===== config.mk =====
export PLATFORM = sky130hd
export DESIGN_NAME = lfu_cache_table
export DESIGN_NICKNAME = d
export VERILOG_FILES = /design/src/hw/rtl/lfu_pkg.sv /design/src/hw/rtl/lfu_store.sv /design/src/hw/rtl/lfu_scan.sv /design/src/hw/rtl/lfu_cache_table.sv
export SDC_FILE = /design/constraint.sdc
export NUM_CORES = 2
export LEC_CHECK = 0
export BUFFER_PORTS_ARGS = -buffer_cell sky130_fd_sc_hd__buf_2
export CORE_MARGIN = 4
export CORE_UTILIZATION = 44
export DETAILED_ROUTE_END_ITERATION = 6
export MAX_ROUTING_LAYER = met4
export SLEW_MARGIN = 5
export SYNTH_ARGS = -nofsm -noshare
export SYNTH_HDL_FRONTEND = slang
export SYNTH_HIERARCHICAL = 1
export SYNTH_SLANG_ARGS = --single-unit

===== constraint.sdc =====
create_clock -name aclk -period 18.9 [get_ports aclk]
set_clock_uncertainty 0.1 [all_clocks]
set_input_delay 0.945 -clock aclk [delete_from_list [all_inputs] [get_ports aclk]]
set_output_delay 0.945 -clock aclk [all_outputs]
set_load 0.05 [all_outputs]

===== src/hw/rtl/lfu_pkg.sv =====
// Shared constants, payload types and control structs for the LFU cache table.
`default_nettype none

package lfu_pkg;

    localparam int CAPACITY   = 16;
    localparam int KEY_BITS   = 32;
    localparam int VALUE_BITS = 32;
    localparam int COUNT_BITS = 32;
    localparam int CAP_BITS   = 5;

    localparam int IDX_BITS  = (CAPACITY > 1) ? $clog2(CAPACITY) : 1;
    localparam int RANK_BITS = IDX_BITS;
    localparam int FILL_BITS = $clog2(CAPACITY + 1);
    localparam int CNT_W     = (FILL_BITS > CAP_BITS) ? FILL_BITS : CAP_BITS;

    localparam logic [CAP_BITS-1:0] CAP_RESET = CAP_BITS'(16);

    typedef logic [IDX_BITS-1:0]   idx_t;
    typedef logic [RANK_BITS-1:0]  rank_t;
    typedef logic [KEY_BITS-1:0]   key_t;
    typedef logic [VALUE_BITS-1:0] value_t;
    typedef logic [COUNT_BITS-1:0] count_t;

    localparam count_t COUNT_MAX = '1;

    typedef enum logic {
        MODE_GET = 1'b0,
        MODE_PUT = 1'b1
    } mode_t;

    typedef struct packed {
        logic   mode;
        key_t   lookup_key;
        value_t write_value;
    } in_word_t;

    typedef struct packed {
        logic   hit;
        value_t read_value;
        logic   evicted;
        key_t   evicted_key;
    } out_word_t;

    // One table entry as seen at the read port of the store.
    typedef struct packed {
        logic   valid;
        key_t   key;
        value_t value;
        count_t count;
        rank_t  rank;
    } entry_t;

    // Results gathered by the scan over all entries.
    typedef struct packed {
        logic   hit_found;
        idx_t   hit_idx;
        value_t hit_value;
        count_t hit_count;
        rank_t  hit_rank;
        logic   free_found;
        idx_t   free_idx;
        logic   vic_found;
        idx_t   vic_idx;
        key_t   vic_key;
        rank_t  vic_rank;
    } scan_t;

    typedef enum logic [2:0] {
        UPD_NONE      = 3'd0,
        UPD_GET_TOUCH = 3'd1,
        UPD_PUT_TOUCH = 3'd2,
        UPD_INSERT    = 3'd3,
        UPD_REPLACE   = 3'd4
    } upd_op_t;

    // Update command applied to the store.
    typedef struct packed {
        upd_op_t op;
        idx_t    slot;
        rank_t   pivot;
        key_t    key;
        value_t  value;
        count_t  count;
    } upd_t;

endpackage

`default_nettype wire


===== src/hw/rtl/lfu_store.sv =====
// Entry storage: valid bits, keys, values, use counts and recency ranks.
`default_nettype none

module lfu_store (
    input  wire logic          aclk,
    input  wire logic          aresetn,
    input  wire lfu_pkg::idx_t rd_idx,
    output lfu_pkg::entry_t    rd_entry,
    input  wire lfu_pkg::upd_t upd
);
    import lfu_pkg::*;

    logic [CAPACITY-1:0] valid_reg;
    logic [CAPACITY-1:0] valid_next;
    key_t   key_reg   [CAPACITY];
    value_t value_reg [CAPACITY];
    count_t count_reg [CAPACITY];
    rank_t  rank_reg  [CAPACITY];
    rank_t  rank_next [CAPACITY];

    always_comb begin
        rd_entry.valid = valid_reg[rd_idx];
        rd_entry.key   = key_reg[rd_idx];
        rd_entry.value = value_reg[rd_idx];
        rd_entry.count = count_reg[rd_idx];
        rd_entry.rank  = rank_reg[rd_idx];
    end

    // Every entry adjusts its own rank in parallel, against the pivot on a touch or a replace.
    always_comb begin
        for (int j = 0; j < CAPACITY; j++) begin
            rank_next[j] = rank_reg[j];
            unique case (upd.op)
                UPD_GET_TOUCH, UPD_PUT_TOUCH: begin
                    if (valid_reg[j] && (rank_reg[j] < upd.pivot)) begin
                        rank_next[j] = rank_reg[j] + RANK_BITS'(1);
                    end
                end
                UPD_INSERT: begin
                    if (valid_reg[j]) begin
                        rank_next[j] = rank_reg[j] + RANK_BITS'(1);
                    end
                end
                UPD_REPLACE: begin
                    if (valid_reg[j] && (IDX_BITS'(j) != upd.slot) &&
                        !(rank_reg[j] > upd.pivot)) begin
                        rank_next[j] = rank_reg[j] + RANK_BITS'(1);
                    end
                end
                UPD_NONE: begin
                end
                default: begin
                end
            endcase
            if ((upd.op != UPD_NONE) && (IDX_BITS'(j) == upd.slot)) begin
                rank_next[j] = '0;
            end
        end
    end

    always_comb begin
        valid_next = valid_reg;
        if ((upd.op == UPD_INSERT) || (upd.op == UPD_REPLACE)) begin
            valid_next[upd.slot] = 1'b1;
        end
    end

    always_ff @(posedge aclk) begin
        if (!aresetn) begin
            valid_reg <= '0;
        end else begin
            valid_reg <= valid_next;
        end
    end

    always_ff @(posedge aclk) begin
        for (int j = 0; j < CAPACITY; j++) begin
            rank_reg[j] <= rank_next[j];
        end
        unique case (upd.op)
            UPD_GET_TOUCH: begin
                count_reg[upd.slot] <= upd.count;
            end
            UPD_PUT_TOUCH: begin
                count_reg[upd.slot] <= upd.count;
                value_reg[upd.slot] <= upd.value;
            end
            UPD_INSERT, UPD_REPLACE: begin
                key_reg[upd.slot]   <= upd.key;
                value_reg[upd.slot] <= upd.value;
                count_reg[upd.slot] <= upd.count;
            end
            UPD_NONE: begin
            end
            default: begin
            end
        endcase
    end

endmodule

`default_nettype wire


===== src/hw/rtl/lfu_scan.sv =====
// Scan unit: one key compare, one free check and one victim compare applied to one entry per cycle while enabled.
`default_nettype none

module lfu_scan (
    input  wire logic            aclk,
    input  wire logic            aresetn,
    input  wire logic            clr,
    input  wire logic            en,
    input  wire lfu_pkg::idx_t   idx,
    input  wire lfu_pkg::entry_t entry,
    input  wire lfu_pkg::key_t   key,
    output lfu_pkg::scan_t       result
);
    import lfu_pkg::*;

    logic   hit_found_reg;
    logic   free_found_reg;
    logic   vic_found_reg;
    idx_t   hit_idx_reg;
    value_t hit_value_reg;
    count_t hit_count_reg;
    rank_t  hit_rank_reg;
    idx_t   free_idx_reg;
    idx_t   vic_idx_reg;
    key_t   vic_key_reg;
    count_t vic_count_reg;
    rank_t  vic_rank_reg;

    logic take_hit;
    logic take_free;
    logic take_vic;

    // The victim is the lowest count; among equal counts the largest rank wins.
    always_comb begin
        take_hit  = en && entry.valid && (entry.key == key) && !hit_found_reg;
        take_free = en && !entry.valid && !free_found_reg;
        take_vic  = en && entry.valid &&
                    (!vic_found_reg || (entry.count < vic_count_reg) ||
                     ((entry.count == vic_count_reg) && (entry.rank > vic_rank_reg)));
    end

    always_ff @(posedge aclk) begin
        if (!aresetn) begin
            hit_found_reg  <= 1'b0;
            free_found_reg <= 1'b0;
            vic_found_reg  <= 1'b0;
        end else if (clr) begin
            hit_found_reg  <= 1'b0;
            free_found_reg <= 1'b0;
            vic_found_reg  <= 1'b0;
        end else begin
            if (take_hit) begin
                hit_found_reg <= 1'b1;
            end
            if (take_free) begin
                free_found_reg <= 1'b1;
            end
            if (take_vic) begin
                vic_found_reg <= 1'b1;
            end
        end
    end

    always_ff @(posedge aclk) begin
        if (take_hit) begin
            hit_idx_reg   <= idx;
            hit_value_reg <= entry.value;
            hit_count_reg <= entry.count;
            hit_rank_reg  <= entry.rank;
        end
        if (take_free) begin
            free_idx_reg <= idx;
        end
        if (take_vic) begin
            vic_idx_reg   <= idx;
            vic_key_reg   <= entry.key;
            vic_count_reg <= entry.count;
            vic_rank_reg  <= entry.rank;
        end
    end

    always_comb begin
        result.hit_found  = hit_found_reg;
        result.hit_idx    = hit_idx_reg;
        result.hit_value  = hit_value_reg;
        result.hit_count  = hit_count_reg;
        result.hit_rank   = hit_rank_reg;
        result.free_found = free_found_reg;
        result.free_idx   = free_idx_reg;
        result.vic_found  = vic_found_reg;
        result.vic_idx    = vic_idx_reg;
        result.vic_key    = vic_key_reg;
        result.vic_rank   = vic_rank_reg;
    end

endmodule

`default_nettype wire


===== src/hw/rtl/lfu_cache_table.sv =====
// Top level of the LFU cache table: handshakes, sequencer and the apply step.
//
//  Channel   Direction  Ports                      Word
//  --------  ---------  -------------------------  -----------------------------------
//  input     in         s_valid s_ready s_data     mode, lookup_key, write_value
//  result    out        m_valid m_ready m_data     hit, read_value, evicted, evicted_key
//  config    in         cfg_we cfg_wdata           capacity_in_use
//
// A word occupies the block from acceptance until it is back in idle: the scan visits every
// entry in turn through the shared scan unit, then the apply state updates the table.
// The result is registered when the apply step goes ahead; no new word is taken meanwhile.
// Reset is synchronous and active low; it clears the valid bits, the fill count and the
// result valid flag, and sets the capacity to 16. No clearing pass is needed.
// The apply step, and with it the input, waits while a finished result is still untaken.
`default_nettype none

module lfu_cache_table (
    input  wire logic                      aclk,
    input  wire logic                      aresetn,
    input  wire logic                      s_valid,
    output logic                           s_ready,
    input  wire lfu_pkg::in_word_t         s_data,
    output logic                           m_valid,
    input  wire logic                      m_ready,
    output lfu_pkg::out_word_t             m_data,
    input  wire logic                      cfg_we,
    input  wire logic [lfu_pkg::CAP_BITS-1:0] cfg_wdata
);
    import lfu_pkg::*;

    // One-hot sequencer states.
    typedef enum logic [2:0] {
        ST_IDLE  = 3'b001,
        ST_SCAN  = 3'b010,
        ST_APPLY = 3'b100
    } state_t;

    state_t state_reg;
    state_t state_next;

    logic [CAP_BITS-1:0]  cap_reg;
    logic [FILL_BITS-1:0] filled_reg;
    logic [FILL_BITS-1:0] filled_next;
    idx_t                 scan_idx_reg;
    idx_t                 scan_idx_next;
    in_word_t             item_reg;
    out_word_t            out_reg;
    out_word_t            out_next;
    logic                 out_valid_reg;
    logic                 out_valid_next;

    logic      accept;
    logic      scan_last;
    logic      apply_go;
    entry_t    rd_entry;
    scan_t     scan_res;
    upd_t      upd;
    logic [CNT_W-1:0] cap_ext;
    logic [CNT_W-1:0] cap_eff;
    logic [CNT_W-1:0] filled_ext;
    count_t    count_inc;

    lfu_store u_store (
        .aclk     (aclk),
        .aresetn  (aresetn),
        .rd_idx   (scan_idx_reg),
        .rd_entry (rd_entry),
        .upd      (upd)
    );

    lfu_scan u_scan (
        .aclk    (aclk),
        .aresetn (aresetn),
        .clr     (accept),
        .en      (state_reg == ST_SCAN),
        .idx     (scan_idx_reg),
        .entry   (rd_entry),
        .key     (item_reg.lookup_key),
        .result  (scan_res)
    );

    assign s_ready = (state_reg == ST_IDLE);
    assign accept  = s_valid && s_ready;
    assign m_valid = out_valid_reg;
    assign m_data  = out_reg;

    assign scan_last = (scan_idx_reg == IDX_BITS'(CAPACITY - 1));
    // The table is only changed once the result register is free to take the word.
    assign apply_go  = (state_reg == ST_APPLY) && (!out_valid_reg || m_ready);

    // A capacity above the table size acts as the table size.
    always_comb begin
        cap_ext    = CNT_W'(cap_reg);
        filled_ext = CNT_W'(filled_reg);
        cap_eff    = (cap_ext > CNT_W'(CAPACITY)) ? CNT_W'(CAPACITY) : cap_ext;
        count_inc  = (scan_res.hit_count == COUNT_MAX) ? scan_res.hit_count :
                     scan_res.hit_count + COUNT_BITS'(1);
    end

    // Decide what the word does to the table and what it reports.
    always_comb begin
        upd.op    = UPD_NONE;
        upd.slot  = scan_res.hit_idx;
        upd.pivot = scan_res.hit_rank;
        upd.key   = item_reg.lookup_key;
        upd.value = item_reg.write_value;
        upd.count = count_inc;

        out_next.hit         = scan_res.hit_found;
        out_next.read_value  = '0;
        out_next.evicted     = 1'b0;
        out_next.evicted_key = '0;

        filled_next = filled_reg;

        if (apply_go) begin
            if (item_reg.mode == MODE_GET) begin
                // A get that hits returns the value and refreshes the entry.
                if (scan_res.hit_found) begin
                    upd.op              = UPD_GET_TOUCH;
                    out_next.read_value = scan_res.hit_value;
                end
            end else if (cap_eff != '0) begin
                if (scan_res.hit_found) begin
                    upd.op = UPD_PUT_TOUCH;
                end else if ((filled_ext < cap_eff) && scan_res.free_found) begin
                    // A new key takes the lowest free slot with a count of one.
                    upd.op      = UPD_INSERT;
                    upd.slot    = scan_res.free_idx;
                    upd.count   = COUNT_BITS'(1);
                    filled_next = filled_reg + FILL_BITS'(1);
                end else if (scan_res.vic_found) begin
                    // The table is full, so the victim's slot is reused and the
                    // fill count stays where it is.
                    upd.op               = UPD_REPLACE;
                    upd.slot             = scan_res.vic_idx;
                    upd.pivot            = scan_res.vic_rank;
                    upd.count            = COUNT_BITS'(1);
                    out_next.evicted     = 1'b1;
                    out_next.evicted_key = scan_res.vic_key;
                end
            end
        end
    end

    always_comb begin
        state_next    = state_reg;
        scan_idx_next = scan_idx_reg;
        unique case (state_reg)
            ST_IDLE: begin
                if (accept) begin
                    state_next    = ST_SCAN;
                    scan_idx_next = '0;
                end
            end
            ST_SCAN: begin
                if (scan_last) begin
                    state_next = ST_APPLY;
                end else begin
                    scan_idx_next = scan_idx_reg + IDX_BITS'(1);
                end
            end
            ST_APPLY: begin
                if (apply_go) begin
                    state_next = ST_IDLE;
                end
            end
            default: begin
                state_next = ST_IDLE;
            end
        endcase
    end

    always_comb begin
        out_valid_next = out_valid_reg;
        if (out_valid_reg && m_ready) begin
            out_valid_next = 1'b0;
        end
        if (apply_go) begin
            out_valid_next = 1'b1;
        end
    end

    always_ff @(posedge aclk) begin
        if (!aresetn) begin
            state_reg     <= ST_IDLE;
            cap_reg       <= CAP_RESET;
            filled_reg    <= '0;
            out_valid_reg <= 1'b0;
            scan_idx_reg  <= '0;
        end else begin
            state_reg     <= state_next;
            filled_reg    <= filled_next;
            out_valid_reg <= out_valid_next;
            scan_idx_reg  <= scan_idx_next;
            if (cfg_we) begin
                cap_reg <= cfg_wdata;
            end
        end
    end

    always_ff @(posedge aclk) begin
        if (accept) begin
            item_reg <= s_data;
        end
        if (apply_go) begin
            out_reg <= out_next;
        end
    end

endmodule

`default_nettype wire


==> run summary <==
first-pass GRT wire length - 268000 um
non-filler cells in the finished layout - 6399
number of global-route vias before repair - 37700
Placer Congestion - 0.789
number of hold buffers added after cts - 0
mean cell area of the mapped netlist - 20.9 um^2
aggregate routed wire length - 185000 um
share of the core filled with cells - 50.3%
initial core utilization - 44.4%
Post-DRT Antenna Nets - 0
outcome - completed
worst slew margin relative to its limit - 22.1%
floorplan core area - 0.172 mm^2
die extent in x - 425 um
synthesized netlist cell count - 3661
count of buffer and inverter cells on the critical path - 6
fraction of synthesis flops using an asynchronous set or reset pin - 0%
signal arrival time at the worst endpoint - 8.98 ns
Peak Freq - 115 MHz
count of final setup violators - 0
share of layout cells above drive strength 1 - 27.5%
most frequent cell on the critical path - buf_4
crit end category - register
dominant register cell in the synthesized netlist - edfxtp_1
largest fanout of any net on the critical path - 108
multi-input gate area in the final layout - 0.0192 mm^2
setup slack at placement - 10.06 ns
source of the worst hold timing path - s_data[54]
Worst R2R Start - scan_idx_reg[0]
Synthesis Warnings - 6
final critical delay including setup and external delays - 8.68 ns
endpoint required time on the critical path - 19.20 ns
Filler cells - 13700
clock root buffer - clkbuf_16
estimated wirelength of the detail-placed design - 96100 um
clk sinks - 1916
class of the tightest hold or removal check - in -> reg
number of buffers inserted by post-CTS setup repair - 0
most frequent standard cell in the layout excluding fill and tap cells - edfxtp_1
part of the Yosys area used for sequential elements - 74.0%
Slew Limit Fails - 0
Setup crit start - scan_idx_reg[0]
clock-pin slew reported for the worst setup and hold paths after clock tree synthesis - 0.06 ns
Hold Slack - 0.191 ns
Max Cap Viol - 0
share of the clock period used by the worst path - 45.9%
standard cell with the maximum stage delay on the critical path - buf_4
First DRT Iteration DRCs - 3745
placed instance count - 6035
flip-flop and latch area - 0.0565 mm^2
pin count of the biggest net entering global routing - 161
critical path cell sequence - buf_12, buf_4, buf_4, buf_4, mux4_2, mux4_2, xnor2_1, nand4_1, nor4_1, nand4_1, nor4_4, buf_4, buf_4
CP delay by family, top - buffers and inverters
wire per inst - 28.9 um
commonest cells after routing, fill and taps aside - edfxtp_1 (1815), mux4_2 (505), clkbuf_16 (197), buf_2 (142), ha_1 (123)
Yosys reg bits - 1916
growth of design area from synthesis to finish - 13.3%
count of vias placed by the detailed router - 37000
start-to-end type of the worst setup path - reg -> reg
setup repair after global routing missed its margin - false
worst supply voltage drop on vdd - 0.0962 mV
number of detailed-routing iterations run before antenna repair - 5
number of synthesized flops with an enable pin - 1815
CTS tree - built
Final Hold Violating Endpoints - 0
post-synthesis instance area - 0.0764 mm^2
final global-route overflow total - 0
vertical die dimension - 425 um
TritonCTS buffer count - 194
total negative setup slack - 0 ns
area of the die - 0.180 mm^2
Worst setup SP type - register
worst stage delay on the critical path - 0.84 ns
cell row count - 152
Residual DRC - 0
Final #Nets - 4119
maximum clock insertion buffer count - 3
Synthesized Nets - 3859
total number of H-tree levels - 4
DR vias/cell - 5.78
leakage power total - 0.0249 uW
Pwr Density - 98.6 mW/mm^2
GR Util All Layers - 21.1%
worst path setup slack after routing - 10.22 ns
number of antenna violations at the first check in global routing - 7
Clock Latency Late Sink - 0.83 ns
count of cells resized by post-cts repair - 0
Cell variety after synth - 81
count of buffers from port buffering - 142
io pins - 143
slew at the pin with the worst max-slew slack - 1.17 ns
==> synthesized netlist by cell type, types with 5 or more instances <==
master     instances  share of area, %
mux2i_1           21              0.28
nor3b_1            5             0.049
o21ai_1            9             0.059
a21o_1             5             0.049
a2111oi_4         10              0.36
nor2_1           168              0.83
dfxtp_1          101               2.6
nand2_1           34              0.17
edfxtp_1        1815                71
clkbuf_1          60              0.29
nand3_1           51              0.33
nand2b_1          36              0.29
or4_1             11              0.11
nor3_1            13             0.085
inv_1             69              0.34
xnor2_1           48              0.55
ha_1             123               2.0
o21ai_0           58              0.38
o31ai_1            8             0.079
nand4_1           25              0.20
buf_2             57              0.37
nor4_1             8             0.066
buf_6              9              0.13
or3_1             26              0.21
o211ai_1          31              0.30
mux4_2           505                15
buf_1             18             0.088
and2_1            68              0.56
nand4bb_2          5              0.11
buf_4             14              0.14
and4_1            18              0.21
nand3b_1          15              0.15
a21oi_1           72              0.47
o21a_1            19              0.19
xor2_1            32              0.37
o21ai_2           11              0.13
and3_1             5             0.041
nor4_2             5             0.082
==> cell families (layout without fill, tap and decap cells) <==
kind of cell / after synthesis / in the layout / share of synthesized area [%]
compound gates: 263 / 263 / 2.54
flops: 1916 / 1916 / 74.0
fa+ha+maj: 123 / 123 / 2.02
xor+xnor: 80 / 80 / 0.918
mux: 530 / 530 / 15.2
simple gates: 519 / 519 / 3.88
other cells: 0 / 8 / 0
buf+inv: 230 / 650 / 1.40
==> worst register-to-register path, stage by stage (launching register included) <==
cell	delay (ns)
dfxtp_4	0.78
buf_12	0.68
buf_4	0.99
buf_4	0.87
buf_4	0.87
mux4_2	0.62
mux4_2	0.50
xnor2_1	0.23
nand4_1	0.19
nor4_1	0.49
nand4_1	0.33
nor4_4	0.25
buf_4	0.39
buf_4	0.85
==> final timing paths <==
path                                          endpoint  slack (ns)  cells past startpoint
worst min-delay path                      item_reg[54]        0.19                      1
worst max-delay path            u_scan/hit_rank_reg[0]       10.22                     13
worst min register to register           filled_ext[4]        0.41                      2
worst max register to register  u_scan/hit_rank_reg[0]       10.22                     13
==> layer usage <==
layer  routed length, um  track usage (%)
met5                   0                -
met2               90600             33.4
met1               77600             28.5
met3               11300             3.78
met4                5260             6.12
==> report_power, final <==
| group | leakage, uW | total, uW | switching (uW) | internal [uW] |
|---|---|---|---|---|
| Clock | 0.00301 | 3740 | 1600 | 2140 |
| Combinational | 0.00666 | 99.7 | 53.6 | 46.2 |
| Sequential | 0.0152 | 4700 | 47.2 | 4650 |
==> layout make-up <==
type                            count  area share (%)
Antenna cell                        8          0.0231
Clock buffer                      242            5.90
Clock inverter                    114            1.27
Inverter                           71           0.317
Multi-Input combinational cell   1515            22.2
Sequential cell                  1916            65.3
Tap cell                         2310            3.34
Timing Repair Buffer              223            1.57
==> metrics by stage <==
step	instance area (um^2)	total power [uW]
global route	86500	8820
global placement	80300	4890
detailed placement	80300	4890
floorplan	76400	4840
CTS	86500	8630
finish	86500	8530
Power figures use the tool's default switching activity.
